`config.mk`:
```
export PLATFORM = sky130hd
export DESIGN_NAME = arm64_instruction_decoder_core
export DESIGN_NICKNAME = d
export VERILOG_FILES = /design/src/design/aid_pkg.sv /design/src/design/aid_match.sv /design/src/design/aid_addr.sv /design/src/design/arm64_instruction_decoder_core.sv
export SDC_FILE = /design/constraint.sdc
export NUM_CORES = 1
export LEC_CHECK = 0
export BUFFER_PORTS_ARGS = -buffer_cell sky130_fd_sc_hd__buf_2
export CORE_ASPECT_RATIO = 1.5
export CORE_MARGIN = 2
export CORE_UTILIZATION = 35
export DETAILED_ROUTE_END_ITERATION = 12
export GPL_TIMING_DRIVEN = 0
export SLEW_MARGIN = 15
export SYNTH_ARGS = -nofsm -noshare
export SYNTH_HDL_FRONTEND = slang
export SYNTH_HIERARCHICAL = 1
export SYNTH_SLANG_ARGS = --single-unit
```
`constraint.sdc`:
```
create_clock -name clk -period 11.53 [get_ports clk]
set_clock_uncertainty 0.05 [all_clocks]
set_input_delay 0.5765 -clock clk [delete_from_list [all_inputs] [get_ports clk]]
set_output_delay 0.5765 -clock clk [all_outputs]
set_load 0.03 [all_outputs]
```
`src/design/aid_pkg.sv`:
```
// Package with mnemonic codes, value kind codes and stage payload types.
package aid_pkg;

  typedef enum logic [5:0] {
    MN_NOP = 6'd0, MN_PACIBSP = 6'd1, MN_RET = 6'd2, MN_SVC = 6'd3, MN_B = 6'd4,
    MN_BL = 6'd5, MN_BCOND = 6'd6, MN_CBZ = 6'd7, MN_CBNZ = 6'd8, MN_TBZ = 6'd9,
    MN_TBNZ = 6'd10, MN_MOVZ = 6'd11, MN_MOVN = 6'd12, MN_MOVK = 6'd13,
    MN_ADD = 6'd14, MN_SUB = 6'd15, MN_ADDS = 6'd16, MN_SUBS = 6'd17,
    MN_CMP = 6'd18, MN_CMN = 6'd19, MN_MOV = 6'd20, MN_LDR = 6'd21,
    MN_STR = 6'd22, MN_LDRH = 6'd23, MN_STRH = 6'd24, MN_LDRB = 6'd25,
    MN_STRB = 6'd26, MN_LDP = 6'd27, MN_STP = 6'd28, MN_ADRP = 6'd29,
    MN_ADR = 6'd30, MN_BR = 6'd31, MN_BLR = 6'd32, MN_MUL = 6'd33,
    MN_WORD = 6'd34
  } mnem_t;

  // How the final value is formed from the operand and the program counter.
  typedef enum logic [1:0] {
    VK_IMM  = 2'd0,
    VK_PC   = 2'd1,
    VK_PAGE = 2'd2
  } vkind_t;

  typedef struct packed {
    mnem_t       mnemonic;
    logic [3:0]  cond;
    logic        wide;
    logic [4:0]  reg_d;
    logic [4:0]  reg_n;
    logic [4:0]  reg_m;
    logic [5:0]  shift_or_bit;
    logic [1:0]  access_log2;
  } dec_t;

  typedef struct packed {
    dec_t        dec;
    vkind_t      vkind;
    logic [63:0] opnd;
    logic [63:0] pc;
  } mid_t;

  typedef struct packed {
    dec_t        dec;
    logic [63:0] value;
  } res_t;

endpackage

```
`src/design/aid_match.sv`:
```
// Stage one: matches the instruction word and extracts registers and the raw operand.
module aid_match (
  input  logic           clk,
  input  logic           rst_n,
  input  logic           adv,
  input  logic           in_vld,
  input  logic [31:0]    insn_word,
  input  logic [63:0]    pc,
  output logic           vld_r,
  output aid_pkg::mid_t  mid_r
);

  aid_pkg::mid_t m;
  logic [31:0]   w;
  logic          sf;
  logic [31:0]   top;
  logic          sub;
  logic          s;
  logic [1:0]    size;
  logic [20:0]   adr_imm;

  always_comb begin
    w = insn_word;
    sf = w[31];
    top = w & 32'h7FE0_0000;
    sub = w[30];
    s = w[29];
    size = w[31:30];
    adr_imm = {w[23:5], w[30:29]};
    m = '0;
    m.pc = pc;
    m.vkind = aid_pkg::VK_IMM;
    m.dec.mnemonic = aid_pkg::MN_WORD;
    if (w == 32'hD503_201F) begin
      m.dec.mnemonic = aid_pkg::MN_NOP;
    end else if (w == 32'hD503_237F) begin
      m.dec.mnemonic = aid_pkg::MN_PACIBSP;
    end else if (w == 32'hD65F_03C0) begin
      m.dec.mnemonic = aid_pkg::MN_RET;
      m.dec.wide = 1'b1;
      m.dec.reg_n = 5'd30;
    end else if (w == 32'hD400_0001) begin
      m.dec.mnemonic = aid_pkg::MN_SVC;
    end else if ((w & 32'h7C00_0000) == 32'h1400_0000) begin
      m.dec.mnemonic = w[26] ? aid_pkg::MN_BL : aid_pkg::MN_B;
      m.vkind = aid_pkg::VK_PC;
      m.opnd = {{36{w[25]}}, w[25:0], 2'b00};
    end else if ((w & 32'hFF00_0010) == 32'h5400_0000) begin
      m.dec.mnemonic = aid_pkg::MN_BCOND;
      m.dec.cond = w[3:0];
      m.vkind = aid_pkg::VK_PC;
      m.opnd = {{43{w[23]}}, w[23:5], 2'b00};
    end else if ((w & 32'h7E00_0000) == 32'h3400_0000) begin
      m.dec.mnemonic = w[24] ? aid_pkg::MN_CBNZ : aid_pkg::MN_CBZ;
      m.dec.wide = sf;
      m.dec.reg_d = w[4:0];
      m.vkind = aid_pkg::VK_PC;
      m.opnd = {{43{w[23]}}, w[23:5], 2'b00};
    end else if ((w & 32'h7E00_0000) == 32'h3600_0000) begin
      m.dec.mnemonic = w[24] ? aid_pkg::MN_TBNZ : aid_pkg::MN_TBZ;
      m.dec.wide = 1'b1;
      m.dec.reg_d = w[4:0];
      m.dec.shift_or_bit = {sf, w[23:19]};
      m.vkind = aid_pkg::VK_PC;
      m.opnd = {{48{w[18]}}, w[18:5], 2'b00};
    end else if (top == 32'h5280_0000 || top == 32'h1280_0000 || top == 32'h7280_0000) begin
      m.dec.mnemonic = (top == 32'h5280_0000) ? aid_pkg::MN_MOVZ :
                       (top == 32'h1280_0000) ? aid_pkg::MN_MOVN : aid_pkg::MN_MOVK;
      m.dec.wide = sf;
      m.dec.reg_d = w[4:0];
      m.opnd = {48'd0, w[20:5]};
      m.dec.shift_or_bit = {w[22:21], 4'd0};
    end else if ((w & 32'h1F00_0000) == 32'h1100_0000) begin
      m.dec.wide = sf;
      m.dec.reg_d = w[4:0];
      m.dec.reg_n = w[9:5];
      m.opnd = w[22] ? {40'd0, w[21:10], 12'd0} : {52'd0, w[21:10]};
      if (s && w[4:0] == 5'd31) begin
        m.dec.mnemonic = sub ? aid_pkg::MN_CMP : aid_pkg::MN_CMN;
      end else begin
        m.dec.mnemonic = sub ? (s ? aid_pkg::MN_SUBS : aid_pkg::MN_SUB)
                             : (s ? aid_pkg::MN_ADDS : aid_pkg::MN_ADD);
      end
    end else if ((w & 32'h1F20_0000) == 32'h0B00_0000) begin
      m.dec.wide = sf;
      m.dec.reg_d = w[4:0];
      m.dec.reg_n = w[9:5];
      m.dec.reg_m = w[20:16];
      if (s && w[4:0] == 5'd31) begin
        m.dec.mnemonic = sub ? aid_pkg::MN_CMP : aid_pkg::MN_CMN;
      end else begin
        m.dec.mnemonic = sub ? (s ? aid_pkg::MN_SUBS : aid_pkg::MN_SUB)
                             : (s ? aid_pkg::MN_ADDS : aid_pkg::MN_ADD);
      end
    end else if ((w & 32'h7FE0_FFE0) == 32'h2A00_03E0) begin
      m.dec.mnemonic = aid_pkg::MN_MOV;
      m.dec.wide = sf;
      m.dec.reg_d = w[4:0];
      m.dec.reg_n = 5'd31;
      m.dec.reg_m = w[20:16];
    end else if ((w & 32'h3B00_0000) == 32'h3900_0000) begin
      if (size[1]) begin
        m.dec.mnemonic = w[22] ? aid_pkg::MN_LDR : aid_pkg::MN_STR;
      end else if (size[0]) begin
        m.dec.mnemonic = w[22] ? aid_pkg::MN_LDRH : aid_pkg::MN_STRH;
      end else begin
        m.dec.mnemonic = w[22] ? aid_pkg::MN_LDRB : aid_pkg::MN_STRB;
      end
      m.dec.wide = (size == 2'd3);
      m.dec.reg_d = w[4:0];
      m.dec.reg_n = w[9:5];
      m.dec.access_log2 = size;
      m.opnd = {52'd0, w[21:10]} << size;
    end else if ((w & 32'h7C00_0000) == 32'h2800_0000) begin
      m.dec.mnemonic = w[22] ? aid_pkg::MN_LDP : aid_pkg::MN_STP;
      m.dec.wide = sf;
      m.dec.reg_d = w[4:0];
      m.dec.reg_n = w[9:5];
      m.dec.reg_m = w[14:10];
      m.dec.access_log2 = sf ? 2'd3 : 2'd2;
      m.opnd = sf ? {{54{w[21]}}, w[21:15], 3'd0} : {{55{w[21]}}, w[21:15], 2'd0};
    end else if ((w & 32'h9F00_0000) == 32'h9000_0000) begin
      m.dec.mnemonic = aid_pkg::MN_ADRP;
      m.dec.wide = 1'b1;
      m.dec.reg_d = w[4:0];
      m.vkind = aid_pkg::VK_PAGE;
      m.opnd = {{31{adr_imm[20]}}, adr_imm, 12'd0};
    end else if ((w & 32'h9F00_0000) == 32'h1000_0000) begin
      m.dec.mnemonic = aid_pkg::MN_ADR;
      m.dec.wide = 1'b1;
      m.dec.reg_d = w[4:0];
      m.vkind = aid_pkg::VK_PC;
      m.opnd = {{43{adr_imm[20]}}, adr_imm};
    end else if ((w & 32'hFFFF_FC1F) == 32'hD63F_0000) begin
      m.dec.mnemonic = aid_pkg::MN_BLR;
      m.dec.wide = 1'b1;
      m.dec.reg_n = w[9:5];
    end else if ((w & 32'hFFFF_FC1F) == 32'hD61F_0000) begin
      m.dec.mnemonic = aid_pkg::MN_BR;
      m.dec.wide = 1'b1;
      m.dec.reg_n = w[9:5];
    end else if ((w & 32'hFFFF_FC1F) == 32'hD65F_0000) begin
      m.dec.mnemonic = aid_pkg::MN_RET;
      m.dec.wide = 1'b1;
      m.dec.reg_n = w[9:5];
    end else if ((w & 32'h7FE0_FC00) == 32'h1B00_7C00) begin
      m.dec.mnemonic = aid_pkg::MN_MUL;
      m.dec.wide = sf;
      m.dec.reg_d = w[4:0];
      m.dec.reg_n = w[9:5];
      m.dec.reg_m = w[20:16];
    end else if ((w & 32'hFFE0_001F) == 32'hD400_0001) begin
      m.dec.mnemonic = aid_pkg::MN_SVC;
      m.opnd = {48'd0, w[20:5]};
    end else begin
      m.opnd = {32'd0, w};
    end
  end

  always_ff @(posedge clk) begin
    if (!rst_n) begin
      vld_r <= 1'b0;
    end else if (adv) begin
      vld_r <= in_vld;
    end
  end

  always_ff @(posedge clk) begin
    if (adv) begin
      mid_r <= m;
    end
  end

endmodule

```
`src/design/aid_addr.sv`:
```
// Stages two and three: forms the value with a split 64-bit address add.
module aid_addr (
  input  logic           clk,
  input  logic           rst_n,
  input  logic           adv,
  input  logic           in_vld,
  input  aid_pkg::mid_t  mid,
  output logic           vld_r,
  output aid_pkg::res_t  res_r
);

  logic          v2_r;
  aid_pkg::dec_t dec2_r;
  logic [31:0]   lo2_r;
  logic          cy2_r;
  logic          add2_r;
  logic [31:0]   ahi2_r;
  logic [31:0]   bhi2_r;
  logic [63:0]   base;
  logic [32:0]   lo_sum;
  aid_pkg::res_t res_nxt;

  always_comb begin
    case (mid.vkind)
      aid_pkg::VK_PC:   base = mid.pc;
      aid_pkg::VK_PAGE: base = {mid.pc[63:12], 12'd0};
      default:          base = 64'd0;
    endcase
    lo_sum = {1'b0, base[31:0]} + {1'b0, mid.opnd[31:0]};
  end

  always_ff @(posedge clk) begin
    if (!rst_n) begin
      v2_r <= 1'b0;
      vld_r <= 1'b0;
    end else if (adv) begin
      v2_r <= in_vld;
      vld_r <= v2_r;
    end
  end

  always_comb begin
    res_nxt.dec = dec2_r;
    res_nxt.value = {ahi2_r + bhi2_r + {31'd0, cy2_r & add2_r}, lo2_r};
  end

  always_ff @(posedge clk) begin
    if (adv) begin
      dec2_r <= mid.dec;
      lo2_r <= lo_sum[31:0];
      cy2_r <= lo_sum[32];
      add2_r <= (mid.vkind != aid_pkg::VK_IMM);
      ahi2_r <= base[63:32];
      bhi2_r <= mid.opnd[63:32];
      res_r <= res_nxt;
    end
  end

endmodule

```
`src/design/arm64_instruction_decoder_core.sv`:
```
// Top level of the A64 instruction decoder pipeline.
// The decoder takes one instruction word with its program counter on the in_ channel
// and gives one decoded request on the out_ channel for each request taken.
// The pipeline has three register stages: match and field extraction, low half of the
// address add, and high half of the address add; one request can be accepted in every
// cycle while no result waits unaccepted at the output.
// The whole pipeline advances together whenever its last stage is empty or the
// receiver takes the result, so in_ready is low only while a result waits at the output.
// When the receiver stalls with a result waiting, every stage holds and in_ready
// drops, even if earlier stages are empty; nothing is lost or repeated.
// Synchronous reset clears all valid bits; the data registers are not reset.
// Unused result fields read as zero; unrecognized words return the mnemonic code
// for a raw word with the word itself as the value.
module arm64_instruction_decoder_core (
  input  logic        clk,
  input  logic        rst_n,
  input  logic        in_valid,
  output logic        in_ready,
  input  logic [31:0] in_insn_word,
  input  logic [63:0] in_pc,
  output logic        out_valid,
  input  logic        out_ready,
  output logic [5:0]  out_mnemonic,
  output logic [3:0]  out_cond,
  output logic        out_wide,
  output logic [4:0]  out_reg_d,
  output logic [4:0]  out_reg_n,
  output logic [4:0]  out_reg_m,
  output logic [63:0] out_value,
  output logic [5:0]  out_shift_or_bit,
  output logic [1:0]  out_access_log2
);

  logic          adv;
  logic          v1;
  aid_pkg::mid_t mid;
  aid_pkg::res_t res;

  assign adv = !out_valid || out_ready;
  assign in_ready = adv;

  aid_match u_match (
    .clk       (clk),
    .rst_n     (rst_n),
    .adv       (adv),
    .in_vld    (in_valid),
    .insn_word (in_insn_word),
    .pc        (in_pc),
    .vld_r     (v1),
    .mid_r     (mid)
  );

  aid_addr u_addr (
    .clk    (clk),
    .rst_n  (rst_n),
    .adv    (adv),
    .in_vld (v1),
    .mid    (mid),
    .vld_r  (out_valid),
    .res_r  (res)
  );

  assign out_mnemonic     = res.dec.mnemonic;
  assign out_cond         = res.dec.cond;
  assign out_wide         = res.dec.wide;
  assign out_reg_d        = res.dec.reg_d;
  assign out_reg_n        = res.dec.reg_n;
  assign out_reg_m        = res.dec.reg_m;
  assign out_value        = res.value;
  assign out_shift_or_bit = res.dec.shift_or_bit;
  assign out_access_log2  = res.dec.access_log2;

endmodule
```
After elaboration in Yosys (flattened, before gate mapping)
Index checks and enable logic that the tools add are counted.
- mux-type cells: 126
- shift operators: 1
- eq/ne operators: 27
- bitwise operators: 2
- add/subtract/negate cells: 3
- reduce and logical (&&, ||, !) cells: 16
- operator list (cell ; number):
    2-to-1 mux 66 bit ; 19
    2-to-1 mux 64 bit ; 8
    2-to-1 mux 16 bit ; 14
    2-to-1 mux 6 bit ; 29
    2-to-1 mux 68 bit ; 2
    == test 32 bit, second input constant ; 4
    case mux 64 bit (2 select lines) ; 1
    2-to-1 mux 90 bit ; 1
    == test 27 bit, second input constant ; 3
    2-to-1 mux 24 bit ; 3
    2-to-1 mux 5 bit ; 14
    2-to-1 mux 32 bit ; 2
    << shifter 12 x 2 -> 64 bit ; 1
    2-to-1 mux 10 bit ; 4
    adder 32 x 32 -> 33 bit ; 1
    adder 32 x 1 -> 32 bit ; 1
    adder 32 bit ; 1
    == test 6 x 5 -> 1 bit, second input constant ; 4
    2-to-1 mux 11 bit ; 2
    == test 21 x 20 -> 1 bit, second input constant ; 1
    == test 10 bit, second input constant ; 2
    2-to-1 mux 2 bit ; 10
    2-to-1 mux 18 bit ; 1
    == test 16 x 14 -> 1 bit, second input constant ; 1
    28 further kinds ; 46
- register bits after elaboration: 397
- logic and storage cells: 216

Logic depth before layout (Yosys ltp)
Gate-level depths: netlist (run 1).
- depth in word-level cells: 34
- depth in mapped cells: 14

By module
Netlist (run 1), hierarchy kept.
- by module, submodules not included (module ; cells each ; times used ; area an instance (µm²) ; sequential area each (µm²)):
    aid_addr ; 797 ; 1 ; 10890.4 ; 6946.7
    aid_match ; 763 ; 1 ; 7742.4 ; 4013.8
    arm64_instruction_decoder_core ; 1 ; 1 ; 6.3 ; 0.0

Worst setup path after synthesis (run 1)
OpenSTA, ideal clock, no wires.
- path kind: input -> register
- start: input port out_ready
- end: register u_addr.v2_r
- library setup time: 0.158 ns
- setup slack: 0.991 ns
- arrival time: 10.331 ns
- path buffers: 0
- required time: 11.322 ns
- stages on the path: 3
- path through: nand2b_1 -> mux2i_1 -> nor2b_1
- longest elaborated chain between the ends: 1
- ends and longest elaborated chain (what ; RTL line ; source):
    from (decl) ; arm64_instruction_decoder_core.sv:22 ; input logic out_ready,
    logical OR 1 bit ; arm64_instruction_decoder_core.sv:39 ; assign adv = !out_valid || out_ready;
    to (signal assigned) ; aid_addr.sv:37 ; v2_r <= in_vld;
    to (decl) ; aid_addr.sv:12 ; logic v2_r;
Every way passes these cells.
A chain may end at the register's enable or synchronous reset.

Worst setup path in the final report (run 1)
- start: register u_match/mid_r[128] (netlist name)
- end: register u_addr.cy2_r (data pin)
- longest elaborated chain between the ends: 3
- elaborated cells between the ends (all ways): 4
- those cells by class: add/sub (1); eq/ne (2); mux (1)
- ends and longest elaborated chain (what ; RTL line ; source):
    from (decl) ; aid_match.sv:10 ; output aid_pkg::mid_t mid_r
    from (signal assigned) ; aid_match.sv:170 ; mid_r <= m;
    == test 2 bit / == test 2 x 1 -> 1 bit (equally long branches) ; aid_addr.sv:24 ; case (mid.vkind)
    case mux 64 bit (2 select lines) (*) ; aid_addr.sv:24 ;
    adder 32 x 32 -> 33 bit (*) ; aid_addr.sv:29 ; lo_sum = {1'b0, base[31:0]} + {1'b0, mid.opnd[31:0]};
    via u_addr.lo_sum[32] ; aid_addr.sv:20 ; logic [32:0] lo_sum;
    to (signal assigned) ; aid_addr.sv:51 ; cy2_r <= lo_sum[32];
    to (decl) ; aid_addr.sv:15 ; logic cy2_r;
The timed path passes the listed nets; every way through them passes the cells marked *.

==> results of run 1 <==
==> cell families (layout without fill, tap and decap cells) <==
kind of cell               count (synthesis)  count (layout)  synth area share, %
xor gates and xnor gates                  56              56                 2.63
buffers and inverters                    152             420                 3.81
adders and majority gates                 69              69                 4.75
and+or+nand+nor                          455             455                 12.9
muxes                                     22              22                 1.21
AOI/OAI and AO/OA                        441             441                 15.9
DFF                                      366             366                 58.8
==> how the worst max path moves through the flow <==
stage / startpoint / end / slack, ps / cells past startpoint
floorplan: out_ready / u_addr/v2_r / 990 / 3
finish: u_match/mid_r[128] / u_addr/cy2_r / 7220 / 13
detailed placement: u_match/mid_r[128] / u_addr/cy2_r / 7260 / 13
global route: u_match/mid_r[128] / u_addr/cy2_r / 6980 / 13
global placement: out_ready / in_ready / -3230 / 3
CTS: u_match/mid_r[128] / u_addr/cy2_r / 7260 / 13
==> registers in the layout (all words and copies together), names as in the netlist <==
signal / cells
u_addr/add2_r: 1
u_addr/ahi2_r: 32
u_addr/bhi2_r: 32
u_addr/cy2_r: 1
u_addr/dec2_r: 34
u_addr/lo2_r: 32
u_addr/res_r: 98
u_addr/v2_r: 1
u_addr/vld_r: 1
u_match/mid_r: 133
u_match/vld_r: 1
==> worst reg2reg max path: cells and delay by family (launching register included) <==
kind	cells	cell delay, ps
adders and majority gates	3	930
AOI/OAI and AO/OA	7	2140
buffers and inverters	2	310
and+or+nand+nor	1	210
DFF	1	400
==> placed cells by master, fill, tap and decap left out, types with 15 or more instances in the layout <==
cell type / instances
edfxtp_1: 363
buf_2: 202
a21oi_1: 122
nand2_1: 96
nor2_1: 93
clkbuf_1: 85
and2_1: 67
ha_1: 66
o21ai_0: 63
clkbuf_16: 39
a21o_1: 37
xnor2_1: 33
buf_4: 32
nand3_1: 29
and3_1: 28
nor3_1: 26
inv_1: 25
xor2_1: 23
nand4_1: 18
mux2i_1: 18
a31oi_1: 17
nand2b_1: 17
o22ai_1: 17
a221oi_1: 16
o21a_1: 15
a211oi_1: 15
o211ai_1: 15
==> routing by layer <==
| metal | vias to the layer above | GRT usage, % | part of all wire, % |
|---|---|---|---|
| met1 | 6773 | 23.3 | 35 |
| met3 | 213 | 3.27 | 5.8 |
| met2 | 665 | 40.6 | 52 |
| met5 | - | 0 | 0 |
| li1 | 6444 | - | - |
| met4 | 0 | 14.0 | 7.0 |
==> final cells by class <==
cell class | instances | area [um^2] | area share, %
Sequential cell | 366 | 11000 | 50.3
Multi-Input combinational cell | 1043 | 6990 | 32.1
Clock buffer | 45 | 998 | 4.58
Inverter | 26 | 97.6 | 0.447
Tap cell | 682 | 853 | 3.91
Clock inverter | 23 | 135 | 0.620
Buffer | 126 | 612 | 2.81
Timing Repair Buffer | 200 | 1160 | 5.31
==> power by group through the flow <==
stage	clock (mW)	sequential, mW	combinational, mW
3_3_place_gp	0	1.66	0.406
2_1_floorplan	0	1.73	0.180
4_1_cts	1.18	1.63	0.412
6_report	1.13	1.62	0.417
5_1_grt	1.22	1.63	0.444
3_5_place_dp	0	1.65	0.410
==> summary.txt, run 1 <==
Critical path
  – Crit end category: flip-flop
  – Crit path max-delay family: compound AO/OA/AOI/OAI gates
  – R2R Setup Slk: 7220 ps
  – Critical-path top delay cell: a211oi_1
  – Crit Path Class: flip-flop to flip-flop
  – Capturing point of the worst reg2reg path: u_addr/cy2_r
  – Crit path launch type: flip-flop
  – Largest fanout on the critical path: 10
  – Reg2reg start: u_match/mid_r[128]
  – Arr. time, crit path: approximately 4600 ps
  – Crit-path cells: inv_1 > ha_1 > clkbuf_1 > and3_1 > ha_1 > fa_1 > a211oi_1 > o21ai_1 > a211oi_1 > o21bai_1 > o21a_1 > a22oi_1 > a221o_1
  – Cell count of the worst reg-to-reg path: 13
  – Required time worst endpoint: 11780 ps
  – CP Buf/Inv Count: 2
  – Worst path max stage delay: 470 ps

Drt
  – WL final: 61.9 mm
  – Via count: 14100
  – DRT iter0 DRCs: around 1100
  – DR vias/cell: 5.61
  – Drt drc: 0
  – Antenna Nets Post-Route: 0
  – Wire per inst: 24.7 um
  – DRT Pass-1 Iters: 6

Place
  – Placed Instance Area: 20600 um^2
  – Placed cells: roughly 2400
  – Number of port buffers: just under 200
  – GPL Wtd Cong: 0.998
  – Hpwl dp: 46.5 mm
  – Post-Place Worst Slack: 7260 ps

Floorplan
  – Initial Utilization: 35.4%
  – Die Span Y: 287 um
  – Die ar.: around 55000 um^2
  – Cell Rows: just over 100
  – DIE WIDTH: 192 um
  – Boundary Pins: 200
  – CORE AREA: 52600 um^2

Synthesis
  – Post-Syn Area: 18600 um^2
  – Largest area contributor in the netlist: edfxtp_1
  – Netlist cell types: 91
  – Most common cell in the netlist: edfxtp_1
  – Register area share after synthesis: slightly below 60%
  – Top_reg_cell synth: edfxtp_1
  – Number of synthesized register bits: 366
  – Mapped Nets: 1730
  – Ys Warns: 6
  – Synth Instances: 1561
  – Syn Area/Cell: 11.9 um^2
  – Post-synth top area share: between 50% and 60%
  – Top cells by count, synth: edfxtp_1 (363), a21oi_1 (122), nand2_1 (96)
  – Area contributors post-synth: edfxtp_1 (58%), ha_1 (4.4%), a21oi_1 (3.3%)
  – Async SR Flop Fraction: 0%
  – EDFF count, synth: ~360

Power
  – Logic pwr share: 13.1%
  – Psw: 834 uW
  – Switching Fraction: 26.3%
  – Clock power share: between 30% and 40%
  – Internal power: 2.34 mW
  – Sequential Power Share: roughly 50%
  – Total power: between 3 and 4 mW
  – Power Dens Cells: between 100 and 150 nW/um^2
  – Max IR drop VDD: approximately 0.14 mV
  – Lkg Pwr: 9.14 nW

Timing
  – Max-slew violations: 0
  – Hold slack: 141 ps
  – Max frequency: around 230 MHz
  – Fin. Hold Viols: 0
  – Unrepaired setup endpoints after global routing: false
  – Slew Limit Headroom: 18.6%
  – Period utilisation layout: 37.3%
  – Tmin final: 4310 ps
  – Setup TNS: 0 ps
  – # setup viols final: 0
  – Final setup margin: 7220 ps
  – Worst Max-Slew Pin Slew: 1210 ps

CTS
  – Clock root cell: clkbuf_16
  – Post-CTS Setup Repair Bufs: 0
  – Clock Sinks: 366
  – Clock buffer depth: 3
  – Worst-Skew Late Latency: 560 ps
  – CTS hold repair buffers: 0
  – TritonCTS clock tree: done
  – Clock-pin slew reported for the worst setup and hold paths after clock tree synthesis: about 70 ps
  – Num CTS Buffers: 38
  – H-tree depth: 2
  – PostCTS Resize Cnt: 0

Final layout
  – Synth-to-layout area growth: 17.0%
  – # fillers: around 5000
  – Final Net Count: 1970
  – Fin util: 41.5%
  – Post-route insts no fill: about 2500
  – Post-Layout Inst Area: 21800 um^2
  – # diodes: 0
  – Layout cells sized above 1: between 10% and 20%

Global route
  – First-pass GRT wire length: 89.3 mm
  – GRT overflow: 0
  – Vias in the first global route: 14200
  – Overall Global Routing Usage: 22.1%
  – Initial antenna violation count: 0
  – Largest net degree at the start of global routing: 60

Run status
  – Outcome: complete, no violations

Run
  – Max_cap viols: 0

Worst hold path
  – Hold worst-path end: u_match/mid_r[54]
  – Hold Crit Class: input port to flip-flop
  – Hold path startpoint: in_pc[54]
  – Hold Crit Depth: 1
No activity file was read; power rests on OpenSTA's default activity.
==> run 2, diff against run 1 <==
Clock period 11.53 ns to 3.6 ns, I/O delays scaled along.
==> summary.txt, run 2 (synthesis results as in run 1) <==
Timing
  – Tmin final: 3450 ps (was 4310 ps)
  – Max-slew violations: 0 (unchanged)
  – Worst Max-Slew Pin Slew: 1250 ps (was 1210 ps)
  – # setup viols final: 0 (unchanged)
  – Final setup margin: 154 ps (was 7220 ps)
  – Max frequency: 290 MHz (was 232 MHz)
  – Slew Limit Headroom: 16.6% (was 18.6%)
  – Fin. Hold Viols: 0 (unchanged)
  – Unrepaired setup endpoints after global routing: false (unchanged)
  – Period utilisation layout: 95.7% (was 37.3%)

Critical path
  – Crit-path cells: inv_2 > ha_4 > buf_6 > and3_1 > ha_2 > fa_2 > a211oi_4 > o21ai_2 > a211oi_2 > o21bai_4 > o21a_4 > a22oi_2 > a221o_1 (was inv_1 > ha_1 > clkbuf_1 > and3_1 > ha_1 > fa_1 > a211oi_1 > o21ai_1 > a211oi_1 > o21bai_1 > o21a_1 > a22oi_1 > a221o_1)
  – Crit Path Class: flip-flop to flip-flop (unchanged)
  – Worst path max stage delay: 420 ps (was 470 ps)
  – Capturing point of the worst reg2reg path: u_addr/cy2_r (unchanged)
  – Critical-path top delay cell: edfxtp_1 (was a211oi_1)
  – WP depth: 13 (unchanged)
  – Setup crit end: u_addr/cy2_r (unchanged)
  – Crit end category: flip-flop (unchanged)
  – Reg2reg start: u_match/mid_r[128] (unchanged)
  – Arr. time, crit path: 3690 ps (was 4550 ps)
  – Crit path from: u_match/mid_r[128] (unchanged)
  – Cell count of the worst reg-to-reg path: 13 (unchanged)
  – Crit path max-delay family: compound AO/OA/AOI/OAI gates (unchanged)
  – Required time worst endpoint: 3840 ps (was 11780 ps)
  – CP Buf/Inv Count: 2 (unchanged)
  – Largest fanout on the critical path: 10 (unchanged)
  – R2R Setup Slk: 150 ps (was 7220 ps)
  – Crit path launch type: flip-flop (unchanged)

Floorplan
  – Die Span Y: 287 um (unchanged)
  – Cell Rows: 103 (unchanged)
  – DIE WIDTH: 192 um (unchanged)
  – Boundary Pins: 200 (unchanged)
  – Initial Utilization: 35.4% (unchanged)
  – CORE AREA: 52600 um^2 (unchanged)
  – Die ar.: 55200 um^2 (unchanged)

Final layout
  – Largest Register: u_match/mid_r (unchanged)
  – Top flop regs: u_match/mid_r x133, u_addr/res_r x98, u_addr/dec2_r x34 (unchanged)
  – # diodes: 0 (unchanged)
  – Final Net Count: 2043 (was 1970)
  – Max reg flops: 133 (unchanged)
  – Synth-to-layout area growth: 22.5% (was 17.0%)
  – Fin util: 43.4% (was 41.5%)
  – Layout cells sized above 1: 19.7% (was 17.9%)
  – Most common cell after layout, fill and taps aside: edfxtp_1 (unchanged)
  – Most frequent cells in the layout: edfxtp_1 (363), buf_2 (202), a21oi_1 (117) (was edfxtp_1 (363), buf_2 (202), a21oi_1 (122))

Drt
  – WL final: 62.6 mm (was 61.9 mm)
  – DR vias/cell: 5.52 (was 5.61)
  – Via count: 14300 (was 14100)
  – DRT iter0 DRCs: 1093 (was 1139)
  – Drt drc: 0 (unchanged)
  – DRT Pass-1 Iters: 6 (unchanged)
  – Wire per inst: 24.2 um (was 24.7 um)
  – Antenna Nets Post-Route: 0 (unchanged)

CTS
  – Worst-Skew Late Latency: 560 ps (about the same)
  – TritonCTS clock tree: done (unchanged)
  – Clock buffer depth: 3 (unchanged)
  – Clock Sinks: 366 (unchanged)
  – Clock root cell: clkbuf_16 (unchanged)
  – H-tree depth: 2 (unchanged)
  – Clock-pin slew reported for the worst setup and hold paths after clock tree synthesis: 60 ps (was 70 ps)
  – Num CTS Buffers: 40 (was 38)

Place
  – Number of port buffers: 193 (unchanged)
  – Hpwl dp: 46.6 mm (was 46.5 mm)
  – GPL Wtd Cong: 1.00 (was 0.998)
  – Post-Place Worst Slack: -743 ps (was 7260 ps)

Global route
  – Largest net degree at the start of global routing: 61 (was 60)
  – GRT overflow: 0 (unchanged)
  – Overall Global Routing Usage: 22.5% (was 22.1%)
  – Vias in the first global route: 14600 (was 14200)
  – First-pass GRT wire length: 90.7 mm (was 89.3 mm)
  – Initial antenna violation count: 2 (was 0)

Power
  – Lkg Pwr: 9.58 nW (was 9.14 nW)
  – Max IR drop VDD: 0.442 mV (was 0.137 mV)
  – Power Dens Cells: 466 nW/um^2 (was 145 nW/um^2)

Run
  – Max_cap viols: 0 (unchanged)

Worst hold path
  – Hold Crit Class: input port to flip-flop (unchanged)

Run status
  – Outcome: complete, no violations (unchanged)
==> run 2: cell types whose count changed in the layout (fill, tap and decap cells not counted), sizes merged, moves of 2 or more <==
cell	delta
buf	+9
bufinv	+4
inv	+2
clkinv	-3
dlygate4sd3	+66
clkinvlp	-2
==> run 2: what timing repair did <==
action / 4_1_cts / 5_1_grt
setup buffers: 5 / 3
pin swaps: 8 / 7
hold buffers: 66 / 0
endpoints found under the setup margin: 20 / 15
gates resized for setup: 21 / 27
hold endpoints to repair: 67 / 0
==> run 2: routing by layer <==
| layer | wire, um | track usage [%] |
|---|---|---|
| met1 | 22100 | 24.0 |
| met2 | 32400 | 40.9 |
| met3 | 3640 | 3.40 |
| met4 | 4520 | 14.7 |
| met5 | 0 | 0 |
==> run 2: worst reg2reg max path: stages (launching register included) <==
cell and delay, ps:
edfxtp_1 420, inv_2 110, ha_4 230, buf_6 140, and3_1 160, ha_2 190, fa_2 390, a211oi_4 280
o21ai_2 110, a211oi_2 230, o21bai_4 180, o21a_4 200, a22oi_2 80, a221o_1 390
==> run 2: worst min-delay path by stage <==
| stage | startpoint | end | slack [ps] | cells after the start |
|---|---|---|---|---|
| 2_1_floorplan | in_pc[0] | u_match/mid_r[0] | 230 | 0 |
| 3_3_place_gp | in_pc[62] | u_match/mid_r[62] | 310 | 1 |
| 3_5_place_dp | in_pc[24] | u_match/mid_r[24] | 310 | 1 |
| 4_1_cts | in_insn_word[4] | u_match/mid_r[152] | 30 | 2 |
| 5_1_grt | in_insn_word[1] | u_match/mid_r[149] | 50 | 2 |
| 6_report | in_insn_word[2] | u_match/mid_r[156] | 60 | 2 |
==> run 2: power by group <==
part | switching [mW] | leakage [nW] | internal, mW
clock network | 1.68 | 0.634 | 2.36
logic | 0.928 | 4.81 | 0.470
registers | 0.124 | 4.13 | 5.08
total | 2.73 | 9.58 | 7.91
==> run 2: final cells by class <==
class / count / area (um^2)
multi-input combinational: 1043 / 7160
tap: 682 / 853
buffer: 123 / 617
clock inverter: 24 / 262
timing repair buffer: 274 / 1860
sequential: 366 / 11000
fill: 4972 / 29700
inverter: 26 / 97.6
clock buffer: 48 / 1030
==> run 2: per-stage QoR <==
| step | instances | instance area (um^2) | hold WS [ps] | setup TNS (ps) | total power [mW] |
|---|---|---|---|---|---|
| after floorplan | 1561 | 18600 | 229 | 0 | 6.10 |
| after global placement | 2436 | 20500 | 308 | -260120 | 6.60 |
| after detailed placement | 2443 | 20700 | 308 | -7880 | 6.61 |
| after CTS | 2586 | 22700 | 32.5 | -47.1 | 10.8 |
| after global routing | 2586 | 22800 | 54.5 | 0 | 11.1 |
| final | 2586 | 22800 | 63.5 | 0 | 10.6 |
